[src/rtl/mfp_pkg.sv]
// ----------------------------------------------------------------------------
// mfp_pkg
// Shared types, constants and helpers for the motor feedback frame parser.
// ----------------------------------------------------------------------------
package mfp_pkg;

    localparam int FRAME_LEN   = 16;
    localparam int CRC_LEN     = 14;
    localparam int COUNT_MAX   = 31;
    localparam int COUNT_W     = 5;
    localparam int BYTE_IDX_W  = 4;

    localparam logic [7:0]  HEAD0    = 8'hFD;
    localparam logic [7:0]  HEAD1    = 8'hEE;
    localparam logic [15:0] CRC_POLY = 16'h8408;

    // 2*pi/6.33 in Q16, rounded
    localparam logic signed [16:0] SCALE_Q16 = 17'sd65051;
    localparam int                 ROUND_BIAS = 32768;

    localparam int QUEUE_DEPTH = 2;
    localparam int QUEUE_AW    = $clog2(QUEUE_DEPTH);
    localparam int QUEUE_CW    = $clog2(QUEUE_DEPTH + 1);

    typedef enum logic [2:0] {
        ST_OK         = 3'd0,
        ST_CRC_ERR    = 3'd1,
        ST_BAD_LENGTH = 3'd2,
        ST_EMPTY      = 3'd3,
        ST_BAD_HEADER = 3'd4
    } status_t;

    typedef enum logic {
        OP_DATA = 1'b0,
        OP_IDLE = 1'b1
    } op_t;

    typedef struct packed {
        op_t        op;
        logic [7:0] data_byte;
    } in_item_t;

    typedef struct packed {
        status_t            status;
        logic [3:0]         node_id;
        logic [2:0]         motor_mode;
        logic signed [7:0]  temperature;
        logic [2:0]         error_code;
        logic [11:0]        foot_force;
        logic signed [15:0] torque_q8;
        logic signed [15:0] joint_speed_q8;
        logic signed [31:0] joint_pos_q15;
    } out_item_t;

    // Classified frame handed from the front end to the scaling back end
    typedef struct packed {
        status_t            status;
        logic [3:0]         node_id;
        logic [2:0]         motor_mode;
        logic signed [7:0]  temperature;
        logic [2:0]         error_code;
        logic [11:0]        foot_force;
        logic signed [15:0] torque_q8;
        logic signed [15:0] speed_raw;
        logic signed [31:0] pos_raw;
    } frame_job_t;

    // Reflected CRC-16 update over one byte
    function automatic logic [15:0] crc_byte(input logic [15:0] crc, input logic [7:0] b);
        logic [15:0] c;
        c = crc ^ {8'h00, b};
        for (int i = 0; i < 8; i++) begin
            c = c[0] ? ((c >> 1) ^ CRC_POLY) : (c >> 1);
        end
        return c;
    endfunction

endpackage

[src/rtl/mfp_front.sv]
// ----------------------------------------------------------------------------
// mfp_front
// Collects frame bytes, runs the CRC and classifies the frame on line idle.
// ----------------------------------------------------------------------------
module mfp_front (
    input  logic                clk,
    input  logic                rst_n,
    input  logic                item_valid,
    output logic                item_ready,
    input  mfp_pkg::in_item_t   item,
    output logic                job_valid,
    input  logic                job_ready,
    output mfp_pkg::frame_job_t job
);

    logic [mfp_pkg::COUNT_W-1:0] count_reg, count_next;
    logic [15:0]                 crc_reg, crc_next;
    logic [7:0]                  bytes_reg [mfp_pkg::FRAME_LEN];

    logic             accept;
    logic             is_idle;
    mfp_pkg::status_t status;
    logic [15:0]      rx_crc;
    logic [15:0]      word;

    assign is_idle    = (item.op == mfp_pkg::OP_IDLE);
    assign item_ready = job_ready;
    assign accept     = item_valid && item_ready;
    assign job_valid  = item_valid && is_idle;

    always_comb
    begin
        count_next = count_reg;
        crc_next   = crc_reg;
        if (accept) begin
            if (is_idle) begin
                count_next = '0;
                crc_next   = '0;
            end else begin
                if (count_reg < mfp_pkg::CRC_LEN[mfp_pkg::COUNT_W-1:0])
                    crc_next = mfp_pkg::crc_byte(crc_reg, item.data_byte);
                if (count_reg < mfp_pkg::COUNT_MAX[mfp_pkg::COUNT_W-1:0])
                    count_next = count_reg + 1'b1;
            end
        end
    end

    always_ff @(posedge clk or negedge rst_n)
    begin
        if (!rst_n) begin
            count_reg <= '0;
            crc_reg   <= '0;
        end else begin
            count_reg <= count_next;
            crc_reg   <= crc_next;
        end
    end

    // Store only the first sixteen bytes
    always_ff @(posedge clk)
    begin
        if (accept && !is_idle && (count_reg < mfp_pkg::FRAME_LEN[mfp_pkg::COUNT_W-1:0]))
            bytes_reg[count_reg[mfp_pkg::BYTE_IDX_W-1:0]] <= item.data_byte;
    end

    assign rx_crc = {bytes_reg[15], bytes_reg[14]};
    assign word   = {bytes_reg[13], bytes_reg[12]};

    always_comb
    begin
        priority if (count_reg == '0)
            status = mfp_pkg::ST_EMPTY;
        else if (count_reg != mfp_pkg::FRAME_LEN[mfp_pkg::COUNT_W-1:0])
            status = mfp_pkg::ST_BAD_LENGTH;
        else if (bytes_reg[0] != mfp_pkg::HEAD0 || bytes_reg[1] != mfp_pkg::HEAD1)
            status = mfp_pkg::ST_BAD_HEADER;
        else if (rx_crc != crc_reg)
            status = mfp_pkg::ST_CRC_ERR;
        else
            status = mfp_pkg::ST_OK;
    end

    always_comb
    begin
        job        = '0;
        job.status = status;
        if (status == mfp_pkg::ST_OK || status == mfp_pkg::ST_CRC_ERR) begin
            job.node_id     = bytes_reg[2][3:0];
            job.motor_mode  = bytes_reg[2][6:4];
            job.temperature = signed'(bytes_reg[11]);
            job.error_code  = word[2:0];
            job.foot_force  = word[14:3];
            job.torque_q8   = signed'({bytes_reg[4], bytes_reg[3]});
            job.speed_raw   = signed'({bytes_reg[6], bytes_reg[5]});
            job.pos_raw     = signed'({bytes_reg[10], bytes_reg[9], bytes_reg[8], bytes_reg[7]});
        end
    end

`ifndef SYNTHESIS
    a_idle_clears: assert property (@(posedge clk) disable iff (!rst_n)
        (accept && is_idle) |=> (count_reg == '0 && crc_reg == '0))
        else $error("count or crc not cleared after idle");

    a_crc_frozen_past_14: assert property (@(posedge clk) disable iff (!rst_n)
        (accept && !is_idle && count_reg >= mfp_pkg::CRC_LEN[mfp_pkg::COUNT_W-1:0])
        |=> $stable(crc_reg))
        else $error("crc changed past byte 13");
`endif

endmodule

[src/rtl/mfp_queue.sv]
// ----------------------------------------------------------------------------
// mfp_queue
// Short job queue between the front end and the scaling back end.
// ----------------------------------------------------------------------------
module mfp_queue (
    input  logic                clk,
    input  logic                rst_n,
    input  logic                push_valid,
    output logic                push_ready,
    input  mfp_pkg::frame_job_t push_job,
    output logic                pop_valid,
    input  logic                pop_ready,
    output mfp_pkg::frame_job_t pop_job
);

    mfp_pkg::frame_job_t               slots_reg [mfp_pkg::QUEUE_DEPTH];
    logic [mfp_pkg::QUEUE_AW-1:0]      wr_ptr_reg, wr_ptr_next;
    logic [mfp_pkg::QUEUE_AW-1:0]      rd_ptr_reg, rd_ptr_next;
    logic [mfp_pkg::QUEUE_CW-1:0]      count_reg, count_next;
    logic                              push, pop;

    assign push_ready = (count_reg != mfp_pkg::QUEUE_DEPTH[mfp_pkg::QUEUE_CW-1:0]);
    assign pop_valid  = (count_reg != '0);
    assign push       = push_valid && push_ready;
    assign pop        = pop_valid && pop_ready;
    assign pop_job    = slots_reg[rd_ptr_reg];

    function automatic logic [mfp_pkg::QUEUE_AW-1:0] ptr_inc(
        input logic [mfp_pkg::QUEUE_AW-1:0] p);
        if (p == mfp_pkg::QUEUE_AW'(mfp_pkg::QUEUE_DEPTH - 1))
            return '0;
        return p + 1'b1;
    endfunction

    always_comb
    begin
        wr_ptr_next = push ? ptr_inc(wr_ptr_reg) : wr_ptr_reg;
        rd_ptr_next = pop ? ptr_inc(rd_ptr_reg) : rd_ptr_reg;
        count_next  = count_reg;
        if (push && !pop)
            count_next = count_reg + 1'b1;
        else if (pop && !push)
            count_next = count_reg - 1'b1;
    end

    always_ff @(posedge clk or negedge rst_n)
    begin
        if (!rst_n) begin
            wr_ptr_reg <= '0;
            rd_ptr_reg <= '0;
            count_reg  <= '0;
        end else begin
            wr_ptr_reg <= wr_ptr_next;
            rd_ptr_reg <= rd_ptr_next;
            count_reg  <= count_next;
        end
    end

    always_ff @(posedge clk)
    begin
        if (push)
            slots_reg[wr_ptr_reg] <= push_job;
    end

`ifndef SYNTHESIS
    a_count_bound: assert property (@(posedge clk) disable iff (!rst_n)
        count_reg <= mfp_pkg::QUEUE_DEPTH[mfp_pkg::QUEUE_CW-1:0])
        else $error("queue count over depth");

    a_push_grows: assert property (@(posedge clk) disable iff (!rst_n)
        (push && !pop) |=> (count_reg == $past(count_reg) + 1'b1))
        else $error("queue count did not grow on push");
`endif

endmodule

[src/rtl/mfp_back.sv]
// ----------------------------------------------------------------------------
// mfp_back
// Scales speed and position by 2*pi/6.33 and registers the result item.
// ----------------------------------------------------------------------------
module mfp_back (
    input  logic                clk,
    input  logic                rst_n,
    input  logic                job_valid,
    output logic                job_ready,
    input  mfp_pkg::frame_job_t job,
    output logic                result_valid,
    input  logic                result_ready,
    output mfp_pkg::out_item_t  result
);

    // multiply stage
    logic                       s1_valid_reg, s1_valid_next;
    mfp_pkg::frame_job_t        s1_job_reg;
    logic signed [32:0]         spd_prod_reg;
    logic signed [48:0]         pos_prod_reg;

    // output stage
    logic                       res_valid_reg, res_valid_next;
    mfp_pkg::out_item_t         res_reg;

    logic                       s1_take, s2_take;
    logic signed [32:0]         spd_sum;
    logic signed [48:0]         pos_sum;

    assign s2_take   = !res_valid_reg || result_ready;
    assign s1_take   = !s1_valid_reg || s2_take;
    assign job_ready = s1_take;

    assign s1_valid_next  = s1_take ? job_valid : s1_valid_reg;
    assign res_valid_next = s2_take ? s1_valid_reg : res_valid_reg;

    always_ff @(posedge clk or negedge rst_n)
    begin
        if (!rst_n) begin
            s1_valid_reg  <= 1'b0;
            res_valid_reg <= 1'b0;
        end else begin
            s1_valid_reg  <= s1_valid_next;
            res_valid_reg <= res_valid_next;
        end
    end

    always_ff @(posedge clk)
    begin
        if (job_valid && s1_take) begin
            s1_job_reg   <= job;
            spd_prod_reg <= 33'(job.speed_raw * mfp_pkg::SCALE_Q16);
            pos_prod_reg <= 49'(job.pos_raw * mfp_pkg::SCALE_Q16);
        end
    end

    // round half up, then drop the Q16 fraction
    assign spd_sum = spd_prod_reg + 33'(mfp_pkg::ROUND_BIAS);
    assign pos_sum = pos_prod_reg + 49'(mfp_pkg::ROUND_BIAS);

    always_ff @(posedge clk)
    begin
        if (s1_valid_reg && s2_take) begin
            res_reg.status         <= s1_job_reg.status;
            res_reg.node_id        <= s1_job_reg.node_id;
            res_reg.motor_mode     <= s1_job_reg.motor_mode;
            res_reg.temperature    <= s1_job_reg.temperature;
            res_reg.error_code     <= s1_job_reg.error_code;
            res_reg.foot_force     <= s1_job_reg.foot_force;
            res_reg.torque_q8      <= s1_job_reg.torque_q8;
            res_reg.joint_speed_q8 <= spd_sum[31:16];
            res_reg.joint_pos_q15  <= pos_sum[47:16];
        end
    end

    assign result_valid = res_valid_reg;
    assign result       = res_reg;

`ifndef SYNTHESIS
    a_s1_hold: assert property (@(posedge clk) disable iff (!rst_n)
        (s1_valid_reg && !s2_take) |=> (s1_valid_reg && $stable(pos_prod_reg)
                                        && $stable(spd_prod_reg)))
        else $error("multiply stage lost data while stalled");
`endif

endmodule

[src/rtl/motor_feedback_frame_parser.sv]
// ----------------------------------------------------------------------------
// motor_feedback_frame_parser
// Parses 16-byte motor feedback frames with a CRC-16/KERMIT check.
// ----------------------------------------------------------------------------
//  channel | handshake                 | payload
//  --------+---------------------------+-----------------------------------
//  item    | item_valid / item_ready   | in_item_t: op, data_byte
//  result  | result_valid / result_ready | out_item_t: status and fields
//
//  One item per cycle while item_ready is high; data bytes never produce a result.
//  An idle item's result passes the queue write, the scaling multiply
//  and the output register in that order, the queue write being made
//  on the edge that accepts the item; a low result_ready can stall it.
//  item_ready drops only while the two-entry job queue is full.
//  Reset clears the byte count, CRC, queue and pipeline valids; no sweep.
// ----------------------------------------------------------------------------
module motor_feedback_frame_parser (
    input  logic               clk,
    input  logic               rst_n,
    input  logic               item_valid,
    output logic               item_ready,
    input  mfp_pkg::in_item_t  item,
    output logic               result_valid,
    input  logic               result_ready,
    output mfp_pkg::out_item_t result
);

    logic                q_in_valid, q_in_ready;
    mfp_pkg::frame_job_t q_in_job;
    logic                q_out_valid, q_out_ready;
    mfp_pkg::frame_job_t q_out_job;

    mfp_front u_front (
        .clk        (clk),
        .rst_n      (rst_n),
        .item_valid (item_valid),
        .item_ready (item_ready),
        .item       (item),
        .job_valid  (q_in_valid),
        .job_ready  (q_in_ready),
        .job        (q_in_job)
    );

    mfp_queue u_queue (
        .clk        (clk),
        .rst_n      (rst_n),
        .push_valid (q_in_valid),
        .push_ready (q_in_ready),
        .push_job   (q_in_job),
        .pop_valid  (q_out_valid),
        .pop_ready  (q_out_ready),
        .pop_job    (q_out_job)
    );

    mfp_back u_back (
        .clk          (clk),
        .rst_n        (rst_n),
        .job_valid    (q_out_valid),
        .job_ready    (q_out_ready),
        .job          (q_out_job),
        .result_valid (result_valid),
        .result_ready (result_ready),
        .result       (result)
    );

endmodule
[config.mk]
export PLATFORM = sky130hd
export DESIGN_NAME = motor_feedback_frame_parser
export DESIGN_NICKNAME = d
export VERILOG_FILES = /design/src/rtl/mfp_pkg.sv /design/src/rtl/mfp_front.sv /design/src/rtl/mfp_queue.sv /design/src/rtl/mfp_back.sv /design/src/rtl/motor_feedback_frame_parser.sv
export SDC_FILE = /design/constraint.sdc
export NUM_CORES = 1
export LEC_CHECK = 0
export BUFFER_PORTS_ARGS = -buffer_cell sky130_fd_sc_hd__buf_4
export CELL_PAD_IN_SITES_DETAIL_PLACEMENT = 1
export CELL_PAD_IN_SITES_GLOBAL_PLACEMENT = 1
export CORE_UTILIZATION = 35
export DETAILED_ROUTE_END_ITERATION = 10
export GPL_ROUTABILITY_DRIVEN = 1
export PLACE_DENSITY_LB_ADDON = 0.1
export SYNTH_ARGS = -nofsm -noshare
export SYNTH_HDL_FRONTEND = slang
export SYNTH_SLANG_ARGS = --single-unit
[constraint.sdc]
create_clock -name clk -period 20.2 [get_ports clk]
set_clock_uncertainty 0.2 [all_clocks]
set_input_delay 2.02 -clock clk [delete_from_list [all_inputs] [get_ports clk]]
set_output_delay 2.02 -clock clk [all_outputs]
set_load 0.01 [all_outputs]
* Word level (Yosys, flattened, before mapping)
Memory sizes are Yosys's and may differ from the RTL's.
Index checks and enable logic that the tools add are counted.
** Cells by class
- Add/sub/neg operators :: 7
- $mul :: 2
- Magnitude comparators :: 3
- Eq/ne operators :: 6
- Multiplexer cells :: 29
- Bitwise operators :: 9
- Reduce and logical (&&, ||, !) cells :: 26
** Operators by type and width (number)
- 16-bit two-way mux :: 10
- 94-bit two-way mux :: 1
- 48-bit by 17-bit adder with 48-bit output, second input constant :: 1
- 32-bit by 17-bit multiplier with 48-bit output, second input constant :: 1
- 32-bit by 17-bit adder with 32-bit output, second input constant :: 1
- 16-bit by 17-bit multiplier with 32-bit output, second input constant :: 1
- 2-bit inverter with 3-bit output :: 8
- 16-bit != test :: 1
- 8-bit != test, second input constant :: 2
- 16-bit by 8-bit XOR with 16-bit output :: 1
- 1-bit two-way mux :: 11
- 5-bit < comparator, second input constant :: 2
- 5-bit two-way mux :: 2
- 1-bit logical AND :: 9
- 3-bit two-way mux :: 3
- 2-bit nonzero test :: 4
- 5-bit by 1-bit adder with 5-bit output, second input constant :: 1
- 1-bit logical NOT :: 5
- 5-bit logical NOT :: 1
- 5-bit by 4-bit < comparator with 1-bit output, second input constant :: 1
- 5-bit != test, second input constant :: 1
- 1-bit logical OR :: 4
- 2-bit two-way mux :: 2
- 2-bit AND reduction :: 2
- 6 further kinds :: 7
** Storage, ports and cells
- Register bits :: 253
- Memory bits (writable) :: 322
- Output and inout port bits :: 99
- Word-level logic and storage cells :: 109
- Memories kept :: 2
** Memories
- u_queue.slots_reg :: depth 2, width 97, read ports 1, clocked after Yosys merged registers in 0, wr ports 1, line mfp_queue.sv:16 : mfp_pkg::frame_job_t slots_reg [mfp_pkg::QUEUE_DEPTH];
- u_front.bytes_reg :: depth 16, width 8, read ports 16, clocked after Yosys merged registers in 0, wr ports 1, line mfp_front.sv:18 : logic [7:0] bytes_reg [mfp_pkg::FRAME_LEN];

* Depth between registers and ports, before layout
Gate-level depths: netlist of the first run.
- Word-level depth :: 19
- Gate-level depth with buffers :: 27
- Mapped depth without buffers :: 23

* Cells and area by module
From an unflattened synthesis of the first run, not the netlist that was laid out.
** Unflattened totals
- Cell total of the unflattened synthesis :: 2682
- Area total of the unflattened synthesis :: 35644.2 µm²
** By module, submodules not included
- mfp_back :: times used 1, cells an instance 1961, area each 22401.5 µm², seq. area each 5935.7 µm²
- mfp_queue :: times used 1, cells an instance 320, area each 7267.0 µm², seq. area each 5925.7 µm²
- mfp_front :: times used 1, cells an instance 401, area each 5975.7 µm², seq. area each 4309.1 µm²

* Least setup slack after synthesis of the first run
Ideal clock, no wire load.
- Path type :: register -> register
- From :: register u_queue.rd_ptr_reg
- To :: register u_back.pos_prod_reg[46] (data pin)
- Library setup time :: 0.180 ns
- Data arrival time :: 7.831 ns
- Required time :: 19.820 ns
- Path slack :: 11.989 ns
- Cell stages (with the launch flop) :: 23
- Path buffers :: 1
- Clock period less this slack :: 8.211 ns
- Cell sequence :: dfrtp_1 -> clkbuf_1 -> mux2i_1 -> inv_1 -> ha_1 -> inv_1 -> xnor2_1 -> fa_1 -> inv_1 -> fa_1 -> inv_1 -> fa_1 -> ha_1 -> inv_1 -> fa_1 -> inv_1 -> ha_1 -> and2_1 -> nor4bb_1 -> a32oi_1 -> o21ai_2 -> or4_1 -> o311ai_1
** Between the ends
- Cells in the longest elaborated chain, start to end :: 2
** RTL lines
- start: declaration :: line mfp_queue.sv:18 : logic [mfp_pkg::QUEUE_AW-1:0] rd_ptr_reg, rd_ptr_next;
- start signal: assignment :: line mfp_queue.sv:54 : rd_ptr_reg <= rd_ptr_next;
- memory read 2 x 97 bit
- 32-bit by 17-bit multiplier with 48-bit output :: line mfp_back.sv:53 : pos_prod_reg <= 49'(job.pos_raw * mfp_pkg::SCALE_Q16);
- end signal: assignment :: line mfp_back.sv:53
- end: declaration :: line mfp_back.sv:20 : logic signed [48:0] pos_prod_reg;
No other way between the ends.
A chain may end at the register's enable or synchronous reset.

* Final worst setup path of the first run
- From :: register u_queue.rd_ptr_reg
- To :: register u_back.spd_prod_reg[22] (data pin)
** Between the ends
- Cells in the longest elaborated chain, start to end :: 2
** RTL lines
- memory read 2 x 97 bit
- 16-bit by 17-bit multiplier with 32-bit output :: line mfp_back.sv:52 : spd_prod_reg <= 33'(job.speed_raw * mfp_pkg::SCALE_Q16);
- end signal: assignment :: line mfp_back.sv:52
- end: declaration :: line mfp_back.sv:19 : logic signed [32:0] spd_prod_reg;
No other way between the ends.

==> reports/metrics.cfg, run 1 <==
[run_status]
status=completed

[grt]
grt_usage_pct=16.50
grt_start_max_net_pins=65
grt-ovfl-total=0
grt_pass1_vias=22320
grt_pass1_wl_um=129900
antenna_found_initial=0

[floorplanning]
io_pins=112
dieArea_um2=101900
die_y_um=319.2
die_w_um=319.2
start_util_pct=35.58
core_um2=98990
rows=115

[cts]
clock_latency_ns=0.67
clock-sinks=543
cts.clk_slew.worst_paths_ns=0.06
post_cts_buffers=0
numCtsBuffers=59
cts.root.buffer_cell=clkbuf_16
hold_buffers=0
cts_resized=0
tritoncts=done
cts_buffer_depth=3
htreeDepth=2

[routing]
drc_errors=0
dr.pass1.iters=5
finalWirelength_um=82230
viasPerCell=4.717
wl_per_cell_um=19.79
vias=19600
antenna_left=0
drt_iter0_markers=930

[layout]
area_delta_synth_final_pct=13.06
largest_register_ffs=194
layout_commonest_cell=edfxtp_1
nets=3474
drive_above_1_share_pct=10.92
diodes=0
layout_common_cells=516 x edfxtp_1, 505 x inv_1, 333 x ha_1, 312 x fa_1, 119 x buf_4
fillers=10320
layout.cells.non_filler=4154
final_util_pct=40.23

[worst_setup_path]
cp.required_ns=20.41
cp_max_fo=64
path_class=reg -> reg
critPathLaunchType=register
crit_arrival_ns=8.30
cp-end-kind=register

[yosys]
syn_area_um2=35220
yosysTopAreaCell=edfxtp_1
async_flop_share_pct=4.972
synth_cells=2682
synthFlopType=edfxtp_1
yosysWarnings=0
ys_seq_elements=543
synth-edff-count=516
ys_types=64
syn_avg_cell_area_um2=13.13
syn_nets=3340
synth_area_leaders=edfxtp_1 44%, fa_1 18%, ha_1 12%, inv_1 5.4%, xnor2_1 2.4%
ys_seq_area_share_pct=45.91
synth_top_area_share_pct=43.99

[timing]
timing.hold.ws_ns=0.2193
hold_viol_final=0
tns_ns=0
drv_slew=0
maxSlewHeadroom_pct=13.25
layout_min_cycle_time_ns=8.090
setup_viol=0
fin_crit_sh_pct=40.05
max_freq_mhz=123.6
worst_pin_slew_ns=1.293
grt_setup_unrepaired=false

[placed_design]
place.port_buffers=111
dp_hpwl_um=63010
gp_congestion=0.8760
placedCellCount=4042

[flow_run]
drv_cap=0

[hold_path]
hp-class=reg -> reg

==> final cells by class <==
class	instances	area, µm²	area share [%]
Sequential cell	543	16170	40.62
Timing Repair Buffer	119	893.4	2.243
Tap cell	1287	1610	4.044
Clock buffer	70	1548	3.887
Multi-Input combinational cell	1587	17010	42.72
Inverter	506	1902	4.776
Clock inverter	42	683.2	1.716
==> synth_stat cells, drive strengths merged (9+ instances only) <==
master	number
xnor2	97
clkbuf	37
inv	506
nor4	9
xor2	97
and3	20
o21bai	9
nor2b	11
buf	9
mux2i	30
edfxtp	516
ha	333
o21ai	55
nor3	18
nand4	22
a211oi	12
nand2	87
nand2b	15
a21o	66
nand3	30
and2	107
mux2	71
nor2	61
dfrtp	27
a21oi	62
fa	312
==> kinds of logic (layout without fill, tap and decap cells) <==
kind of cell	count (synthesis)	after routing	synth area share (%)
compound gates	247	247	4.732
xor+xnor	194	194	4.824
fa+ha+maj	645	645	29.56
buf+inv	552	737	5.908
flops	543	543	45.91
mux	101	101	3.123
other cells	2	2	0.02132
simple gates	398	398	5.918
==> through the flow <==
stage	setup WS [ns]	cell area, µm²
final	12.11	39820
after CTS	11.99	39820
after detailed placement	11.99	37590
after global routing	11.53	39820
after global placement	12.26	37590
after floorplan	11.99	35220
==> critical path, cell delays in order, from the launching register on <==
cell      delay (ns)
dfrtp_4         0.84
buf_4           0.80
mux2i_1         0.37
inv_1           0.18
fa_1            0.59
inv_1           0.13
fa_1            0.52
inv_1           0.05
fa_1            0.51
inv_1           0.06
fa_1            0.47
fa_1            0.55
inv_1           0.05
fa_1            0.48
ha_1            0.37
nand4_1         0.15
a211oi_1        0.41
nor2_1          0.21
o21ai_0         0.39
a21oi_1         0.15
xnor2_1         0.14
==> path summary, 6_finish.rpt <==
kind	from	end	slack, ns	cells past startpoint
worst min-delay path	u_back.s1_job_reg[48]	u_back.result[48]	0.22	0
worst min register to register	u_back.s1_job_reg[48]	u_back.result[48]	0.22	0
worst max-delay path	u_queue.rd_ptr_reg	u_back.spd_prod_reg[22]	12.11	20
max in group asynchronous	rst_n	u_queue.rd_ptr_reg	18.36	1
min in group asynchronous	rst_n	u_front.crc_reg[2]	1.10	1
worst max register to register	u_queue.rd_ptr_reg	u_back.spd_prod_reg[22]	12.11	20
==> metal layers <==
layer	GRT usage (%)	routed length (µm)
met5	0	0
met4	3.665	1426
met3	1.969	2098
met2	27.97	39440
met1	22.57	39260
Power of run 1 is left out: the tool's default activity adds up to more than one toggle a clock period on the data nets, which glitch-free logic cannot reach.
==> run 2, diff against run 1 <==
--- a/config.mk
+++ b/config.mk
@@ -5,6 +5,7 @@
 export SDC_FILE = /design/constraint.sdc
 export NUM_CORES = 1
 export LEC_CHECK = 0
+export ABC_AREA = 1
 export BUFFER_PORTS_ARGS = -buffer_cell sky130_fd_sc_hd__buf_4
 export CELL_PAD_IN_SITES_DETAIL_PLACEMENT = 1
 export CELL_PAD_IN_SITES_GLOBAL_PLACEMENT = 1
==> constraint.sdc (replaced) <==
create_clock -name clk -period 8.4 [get_ports clk]
set_clock_uncertainty 0.2 [all_clocks]
set_input_delay 0.84 -clock clk [delete_from_list [all_inputs] [get_ports clk]]
set_output_delay 0.84 -clock clk [all_outputs]
set_load 0.01 [all_outputs]
==> run 2 against run 1 <==
Effect of this change:
- register-to-register slack lost 11 ns
- via count grew 20%
- worst hold slack is essentially flat
- setup slack lost 11 ns
- critical path type unchanged
- highest routed layer unchanged
==> reports/metrics.cfg, run 2 <==
[run_status]
status=completed

[layout]
fillers=11590  ; +12%
nets=4277  ; +23%
multi_input_area_um2=17970  ; +5.6%
largest_register_ffs=194  ; unchanged
regArea_um2=16170  ; unchanged
layout_commonest_cell=inv_1
area_delta_synth_final_pct=12.05
diodes=0  ; unchanged
final_area_um2=41600  ; +4.5%
layout_common_cells=756 x inv_1, 521 x nand2_1, 516 x edfxtp_1, 333 x ha_1, 312 x fa_1
drive_above_1_share_pct=8.236  ; -2.7 points

[worst_setup_path]
cp_max_fo=35  ; -45%
cp-end-kind=register
crit_arrival_ns=7.69  ; -0.61 ns
path_class=reg -> reg
cp.required_ns=8.60  ; -11.81 ns
critPathLaunchType=register

[yosys]
syn_avg_cell_area_um2=10.72  ; -18%
ys_seq_area_share_pct=43.55  ; -2.4 points
yosysWarnings=0  ; unchanged
synth_top_area_share_pct=41.73  ; -2.3 points
yosysMostFrequentCell=inv_1
synth_cells=3462  ; +29%
synthFlopType=edfxtp_1
synth_area_leaders=edfxtp_1 42%, fa_1 17%, ha_1 11%, inv_1 7.7%, nand2_1 5.3%
ys_types=50  ; -22%
ys_seq_elements=543  ; unchanged
syn_nets=4120  ; +23%
async_flop_share_pct=4.972  ; unchanged
syn_area_um2=37130  ; +5.4%
yosysTopAreaCell=edfxtp_1
synth_common_cells=757 x inv_1, 522 x nand2_1, 516 x edfxtp_1
synth-edff-count=516  ; unchanged

[placed_design]
dpl_cell_area_um2=39710  ; +5.7%
place.port_buffers=111  ; unchanged
dp_hpwl_um=77090  ; +22%
gp_congestion=0.8928  ; +1.9%
post-place-ws_ns=0.8187  ; -11.17 ns

[timing]
fin_crit_sh_pct=89.26  ; +49 points
worst_pin_slew_ns=1.146  ; -0.1470 ns
tns_ns=0  ; unchanged
hold_viol_final=0  ; unchanged
setup_viol=0  ; unchanged
maxSlewHeadroom_pct=23.62  ; +10 points
layout_setup_ws_ns=0.9025  ; -11.21 ns
grt_setup_unrepaired=false
layout_min_cycle_time_ns=7.497  ; -0.5922 ns
drv_slew=0  ; unchanged
max_freq_mhz=133.4  ; +7.9%

[routing]
drc_errors=0  ; unchanged
viasPerCell=4.643  ; -1.6%
wl_per_cell_um=19.21  ; -2.9%
dr.pass1.iters=5  ; unchanged
antenna_left=0  ; unchanged
vias=23480  ; +20%
finalWirelength_um=97180  ; +18%
drt_iter0_markers=998  ; +7.3%

[cts]
tritoncts=done
cts.clk_slew.worst_paths_ns=0.06  ; about the same
clock_latency_ns=0.67  ; about the same
numCtsBuffers=61  ; +3.4%
cts_buffer_depth=3  ; unchanged
cts.root.buffer_cell=clkbuf_16
clock-sinks=543  ; unchanged
htreeDepth=2  ; unchanged
cts_resized=0  ; unchanged

[grt]
grt_pass1_vias=26400  ; +18%
met3_usage_pct=2.246  ; +0.28 points
grt-ovfl-total=0  ; unchanged
gr-usage-met2_pct=31.15  ; +3.2 points
grt_usage_pct=18.55  ; +2.1 points
gr-usage-met1_pct=25.67  ; +3.1 points
grt_pass1_wl_um=152800  ; +18%
antenna_found_initial=0  ; unchanged
grt_start_max_net_pins=95  ; +46%
grt.busiest_layer=met2

[floorplanning]
rows=119  ; +3.5%
die_w_um=327.7  ; +2.7%
die_y_um=327.7  ; +2.7%
dieArea_um2=107400  ; +5.4%
io_pins=112  ; unchanged
core_um2=105300  ; +6.3%
start_util_pct=35.27  ; -0.31 points

[flow_run]
drv_cap=0  ; unchanged

[hold_path]
hp-class=reg -> reg

run 2: cell type report:
cell class / count / share of cell area, %
Timing Repair Buffer: 129 / 2.334
Sequential cell: 543 / 38.88
Multi-Input combinational cell: 2120 / 43.19
Tap cell: 1391 / 4.183
Inverter: 764 / 6.899
Clock inverter: 30 / 0.5955
Clock buffer: 81 / 3.925
run 2: repair_timing:
action | CTS | global route
hold endpoints to repair | 27 | 0
hold buffers | 1 | 0
setup buffers | 0 | 0
setup endpoints to repair | 0 | 0
run 2: worst paths after layout:
path / from / endpoint / slack, ns / cells past startpoint
max: u_queue.rd_ptr_reg / u_back.pos_prod_reg[44] / 0.90 / 23
min: u_back.s1_job_reg[82] / u_back.result[82] / 0.22 / 0
max reg2reg: u_queue.rd_ptr_reg / u_back.pos_prod_reg[44] / 0.90 / 23
min reg2reg: u_back.s1_job_reg[82] / u_back.result[82] / 0.22 / 0
max in group asynchronous: rst_n / u_queue.rd_ptr_reg / 7.23 / 2
min in group asynchronous: rst_n / u_front.crc_reg[8] / 0.43 / 2
run 2: critical path, stage by stage, from the launching register on:
cell and delay (ns):
dfrtp_4 0.56, buf_4 0.29, o21ai_0 0.65, inv_1 0.33, ha_1 0.56, a21oi_1 0.17, fa_1 0.55, inv_1 0.07
fa_1 0.55, fa_1 0.43, fa_1 0.50, inv_1 0.05, fa_1 0.47, inv_1 0.04, ha_1 0.35, a21oi_1 0.32
nor2_1 0.07, nor2_1 0.17, a21boi_0 0.36, nand2_1 0.16, nand2_1 0.13, nand3_1 0.11, nand2_1 0.08, nand2_1 0.07
run 2: routing by layer:
| metal | wire [µm] | vias up |
|---|---|---|
| met3 | 2340 | 102 |
| met1 | 47280 | 11780 |
| li1 | - | 11330 |
| met4 | 1872 | 0 |
| met5 | 0 | - |
| met2 | 45680 | 273 |
run 2: per-stage QoR:
step	hold WS [ns]	std cells	util, %
final	0.2192	5058	39.52
after global routing	0.2306	5058	39.52
after CTS	0.2232	5058	39.52
after detailed placement	0.2056	4946	37.73
after global placement	0.2034	4946	37.73
after floorplan	0.2003	3462	-
run 2: cells by family after synthesis:
kind of cell / synth area share, %
simple gates: 11.43
fa+ha+maj: 28.04
buf+inv: 8.145
compound gates: 4.805
xor+xnor: 4.007
flops: 43.55
other cells: 0.02023
Power of run 2 is left out for the same reason.
